`src/sv/btu_ram.sv`:
```
// Simple dual-port synchronous RAM with a registered read port.
// Generic; no package dependency.
module btu_ram #(
    parameter int DEPTH = 21,
    parameter int WIDTH = 16
) (
    input  logic                     clk,
    input  logic                     we,
    input  logic [$clog2(DEPTH)-1:0] waddr,
    input  logic [WIDTH-1:0]         wdata,
    input  logic                     re,
    input  logic [$clog2(DEPTH)-1:0] raddr,
    output logic [WIDTH-1:0]         rdata
);
    logic [WIDTH-1:0] mem [DEPTH];

    always_ff @(posedge clk)
    begin
        if (we)
        begin
            mem[waddr] <= wdata;
        end
    end

    always_ff @(posedge clk)
    begin
        if (re)
        begin
            rdata <= mem[raddr];
        end
    end

endmodule

```
`config.mk`:
```
export PLATFORM = sky130hd
export DESIGN_NAME = btu_ram
export DESIGN_NICKNAME = d
export VERILOG_FILES = /design/src/sv/btu_ram.sv
export SDC_FILE = /design/constraint.sdc
export NUM_CORES = 1
export LEC_CHECK = 0
export BUFFER_PORTS_ARGS = -buffer_cell sky130_fd_sc_hd__buf_4
export CORE_ASPECT_RATIO = 0.75
export CORE_MARGIN = 1
export CORE_UTILIZATION = 25
export CTS_BUF_LIST = sky130_fd_sc_hd__clkbuf_16
export CTS_CLUSTER_DIAMETER = 40
export DETAILED_ROUTE_END_ITERATION = 12
export GPL_ROUTABILITY_DRIVEN = 0
export PLACE_DENSITY = 0.38
export SETUP_SLACK_MARGIN = 0.15
export SYNTH_ARGS = -nofsm -noshare
export SYNTH_HDL_FRONTEND = slang
export SYNTH_SLANG_ARGS = --single-unit
```
`constraint.sdc`:
```
create_clock -name clk -period 5.6 [get_ports clk]
set_input_delay 0.28 -clock clk [delete_from_list [all_inputs] [get_ports clk]]
set_output_delay 0.28 -clock clk [all_outputs]
set_load 0.05 [all_outputs]
```
==> results of run 1 <==
## final cells by class
type                            instances  area (um^2)
Sequential cell                       352        10600
Antenna cell                            1         2.50
Tap cell                              712          891
Clock inverter                         31          434
Multi-Input combinational cell        344         2980
Fill cell                            5261        37000
Timing Repair Buffer                   66          502
Clock buffer                           45         1130
## cells by family (layout without fill, tap and decap cells)
group                  Yosys count  in the layout  synth area share [%]
AO/OA/AOI/OAI                   48             48                  2.64
flip-flops                     352            352                  77.3
buffers and inverters           41            142                  1.89
AND/OR/NAND/NOR                136            136                  4.66
multiplexers                   160            160                  13.5
other                            0              1                     0
## registers in the layout (all words and copies together) (netlist names)
| name | flops |
|---|---|
| rdata | 16 |
| mem | 336 |
## metal layers
| layer | global-route usage [%] | part of all wire, % | vias to the layer above | wire, um |
|---|---|---|---|---|
| met3 | 2.56 | 3.8 | 50 | 1460 |
| met5 | 0 | 0 | - | 0 |
| met4 | 3.19 | 1.6 | 0 | 604 |
| li1 | - | - | 3102 | - |
| met1 | 20.6 | 50 | 3620 | 19500 |
| met2 | 21.9 | 44 | 133 | 17300 |
## worst paths after layout
| kind | slack, ns | startpoint | end | depth (start not counted) |
|---|---|---|---|---|
| max | 3.44 | raddr[0] | rdata[4]$_DFFE_PP_ | 6 |
| min | 0.08 | wdata[6] | mem[17][6]$_DFFE_PP_ | 1 |
| max reg2reg | 3.97 | mem[18][2]$_DFFE_PP_ | rdata[2]$_DFFE_PP_ | 4 |
| min reg2reg | 0.68 | mem[20][9]$_DFFE_PP_ | rdata[9]$_DFFE_PP_ | 3 |
## through the flow
| step | cells | setup slack, ns | utilization, % |
|---|---|---|---|
| after floorplan | 737 | 3.18 | - |
| after detailed placement | 1474 | 2.89 | 27.9 |
| after CTS | 1550 | 3.46 | 30.8 |
| final | 1551 | 3.44 | 30.8 |
| after global routing | 1550 | 3.39 | 30.8 |
| after global placement | 1474 | 2.90 | 27.9 |
## power breakdown
group / internal (mW) / total (mW) / switching (mW)
sequential: 2.94 / 2.96 / 0.0167
combinational: 0.103 / 0.322 / 0.218
clock: 1.96 / 3.06 / 1.10
## placed cells by master, fill, tap and decap left out, drive strengths merged
master / netlist / final
nor3b: 2 / 2
mux2: 16 / 16
nand3b: 3 / 3
nor2b: 3 / 3
nor2: 22 / 22
diode: 0 / 1
mux4: 16 / 16
clkinvlp: 0 / 3
bufinv: 0 / 11
clkbuf: 19 / 46
clkinv: 0 / 10
nand3: 33 / 33
inv: 0 / 7
nand4: 16 / 16
or3b: 2 / 2
edfxtp: 352 / 352
buf: 22 / 65
mux2i: 128 / 128
nand2: 51 / 51
or2: 1 / 1
or3: 1 / 1
nor3: 1 / 1
and2: 1 / 1
a22oi: 48 / 48
## worst reg2reg max path: cells and delay by family (launching register included)
kind	cells	cell delay, ns
multiplexers	2	0.79
flip-flops	1	0.36
AND/OR/NAND/NOR	2	0.23
==> metrics.txt, run 1 <==
status=complete, no violations; CP max stage cell=clkbuf_8; CP Max Fanout=68; Mapped Avg Cell Area=18.5 um^2; headroom to the max-slew limit=34.5%; CTS Buffer Depth=3; sequential element share of the synthesized area=77.3%; Die Height=205 um; CP Class=input port to flop; worst path bufs/invs=2; RSZ-0062 raised after global routing=false; Syn Inst Count=approximately 740; First DRT Iteration DRCs=528; dpl hpwl=about 22000 um; largest net degree at the start of global routing=69; Critical Path Sink Type=flop; clock sink count=352; Worst Hold Slack=0.0818 ns; FMAX=0.463 GHz; share of synthesized flip-flops with an asynchronous set or reset=0%; crit share post-route=38.6%; ranking of synthesized cells by area=edfxtp_1 (77%), mux2i_1 (9.4%), a22oi_1 (2.6%); P&R area growth vs syn=20.7%; synth unique cells=24; Post-CTS Setup Bufs=0; post-route ant nets=0; Fin Setup TNS=0 ns; Vias/cell=~4.5; Mapped Area=about 14000 um^2; Worst setup SP type=input port; CTS tree=built; Synth area leader=edfxtp_1; ys flop type=edfxtp_1; die width=272 um; final hold vios=0; Core Area=between 50000 and 60000 um^2; buffers added on ports=44; design area=roughly 17000 um^2; placed inst area=14900 um^2; first-pass GRT wire length=55200 um; IO Count=45; max incr delay on CP=0.59 ns; post-synthesis register bit count=352; Worst Path Required=between 5 and 6 ns; Clk Latency, worst-skew pair=0.55 ns; Synth Warn #=0; minimum clock period=2.16 ns; WL per Instance=25.0 um; FP Rows=73; share of cells above drive strength 1=22.0%; GRT Overall Usage=between 10 and 15%; Max Cap Viol=0; worst slew pin tran=0.980 ns; Initial Util=between 20% and 30%; most frequent cell after synthesis=edfxtp_1; number of hold buffers added after CTS=0; Hold WC Path Type=input port to flop; PwrDens=around 380 nW/um^2; Remaining Overflow, GRT=0; count of flip-flops with a built-in enable after synthesis=352; DRT Pass-1 Iters=4; critical path data arrival time=2.45 ns; post-synth top area share=77.3%; CP Cell Sequence=clkbuf_8 -> buf_4 -> mux4_1 -> mux2_2 -> nand2_1 -> nand3_1; CTS-repair resized insts=0; Setup violations, final=0; Synth Net Count=766; wirelength, routed=38800 um; CP delay by family, top=buffers and inverters; overall power=6.34 mW; Peak VDD IR=around 0.00020 V; Final Skew=0.0130 ns; Slew Viols, Final=0; Clock Pin Slew Worst Setup and Hold Paths=0.06 ns; die footprint=between 50000 and 60000 um^2; NumNets Final=between 800 and 900; static leakage=5.55 nW; synth cell count leaders=edfxtp_1 (352), mux2i_1 (128), nand2_1 (51); vias in the first global route=7191; Root Driver=clkbuf_16; initial antenna violation count=1; CTS buffer count=43; via count=6905; DRC violations left=0; number of H-tree levels=2
Power figures use the tool's default switching activity.
==> run 2: changes to the inputs <==
Settings changed: PLACE_DENSITY 0.38 to 0.39.
Clock period 5.6 ns to 1.89 ns, I/O delays scaled along.
==> metrics.txt, run 2 (same netlist as run 1, synthesis figures left out) <==
FMAX=0.608 GHz; first-pass GRT wire length=53700 um; CP max stage cell=mux4_2; overall power=17.4 mW; buffers added on ports=44; CTS-repair resized insts=0; Final Skew=0.0189 ns; status=complete, no violations; GRT Overall Usage=13.7%; n_diodes=0; First DRT Iteration DRCs=517; CTS Buffer Depth=3; largest net degree at the start of global routing=33; number of H-tree levels=2; die footprint=~56000 um^2; Critical Path Sink Type=flop; clock sink count=352; Hold WC Path Type=input port to flop; Filler cells=around 5200; Slew Viols, Final=0; minimum clock period=1.64 ns; dpl hpwl=22900 um; initial antenna violation count=0; die width=272 um; DRT Pass-1 Iters=4; Worst Path Required=2.18 ns; CP Class=flop to flop; FP Rows=between 70 and 80; Placed Cells=roughly 1500; final hold vios=0; Peak VDD IR=0.000498 V; max incr delay on CP=0.47 ns; crit share post-route=87.0%; Core Util, Final=31.5%; Largest Register=mem; CP Max Fanout=1; DRC violations left=0; CP delay by family, top=multiplexers; Root Driver=clkbuf_16; NumNets Final=880; Initial Util=between 20% and 30%; share of cells above drive strength 1=23.5%; placed inst area=15400 um^2; Worst setup SP type=flop; Setup violations, final=0; headroom to the max-slew limit=30.8%; vias in the first global route=7167; Clk Latency, worst-skew pair=~0.55 ns; wirelength, routed=37200 um; Die Height=205 um; critical path data arrival time=1.93 ns; CP Cell Sequence=mux4_2 -> mux2_2 -> nand2_1 -> nand3_1; Layout Cells excl Fill=1593; most frequent cells in the layout=edfxtp_1 (352), mux2i_1 (128), buf_4 (71); P&R area growth vs syn=23.4%; Core Area=~54000 um^2; post-route ant nets=0; CTS buffer count=41; RSZ-0062 raised after global routing=false; via count=7045; Remaining Overflow, GRT=0; max FFs per register=336; Vias/cell=4.42; CTS tree=built; most common cell after layout, fill and taps aside=edfxtp_1; design area=between 15000 and 20000 um^2; Max Cap Viol=0; Clock Pin Slew Worst Setup and Hold Paths=0.06 ns; WL per Instance=23.4 um; Post-CTS Setup Bufs=0; IO Count=45; static leakage=5.72 nW; PwrDens=1030 nW/um^2; worst slew pin tran=approximately 1.0 ns; top flop regs=mem (336), rdata (16); worst path bufs/invs=0
run 2: cell count changes in the layout (fill, tap and decap cells not counted), moves of 3 or more:
| cell | change |
|---|---|
| buf_4 | +6 |
| nor2_2 | +11 |
| dlygate4sd3_1 | +17 |
| buf_12 | +23 |
| clkinv_2 | +3 |
| nor2_4 | -11 |
| clkinv_1 | +5 |
| bufinv_16 | -9 |
run 2: layout make-up:
type                    instances  area, um^2  area share, %
multi-input cells             344        2950           17.5
clock buffers                  43        1080           6.38
flip-flops and latches        352       10600           62.7
well taps                     712         891           5.28
repair buffers                112        1180           6.98
clock inverters                30         210           1.25
run 2: timing repair:
item	in CTS	in global routing
hold buffers	17	0
hold endpoints to repair	352	0
endpoints found under the setup margin	0	0
run 2: routing by layer:
| layer | part of all wire [%] | up-vias | track usage (%) |
|---|---|---|---|
| met4 | 1.3 | 0 | 2.97 |
| met2 | 43 | 144 | 20.1 |
| met5 | 0 | - | 0 |
| met1 | 51 | 3668 | 20.7 |
| li1 | - | 3192 | - |
| met3 | 4.1 | 41 | 2.59 |
run 2: worst paths after layout:
kind / depth (start not counted) / endpoint / startpoint / slack [ns]
worst max-delay path: 4 / rdata[11]$_DFFE_PP_ / mem[19][11]$_DFFE_PP_ / 0.25
worst min-delay path: 3 / mem[16][9]$_DFFE_PP_ / waddr[2] / 0.12
worst max register to register: 4 / rdata[11]$_DFFE_PP_ / mem[19][11]$_DFFE_PP_ / 0.25
worst min register to register: 3 / rdata[15]$_DFFE_PP_ / mem[20][15]$_DFFE_PP_ / 0.66
run 2: metrics by stage:
step / setup TNS, ns / hold slack (ns) / worst slack (ns)
final: 0 / 0.115 / 0.245
after global placement: 0 / 0.468 / 0.0689
after detailed placement: 0 / 0.478 / 0.0959
after floorplan: -1.71 / 0.193 / -0.0535
after global routing: 0 / 0.101 / 0.206
after CTS: 0 / 0.0886 / 0.267
run 2: where the power goes:
group	switching, mW	internal, mW	total, mW
clock	3.18	4.41	7.58
combinational	0.679	0.382	1.06
sequential	0.0407	8.72	8.76
run 2: worst reg2reg max path, stage by stage, from the launching register on:
cell and delay, ns:
edfxtp_1 0.36, mux4_2 0.47, mux2_2 0.27, nand2_1 0.16, nand3_1 0.13
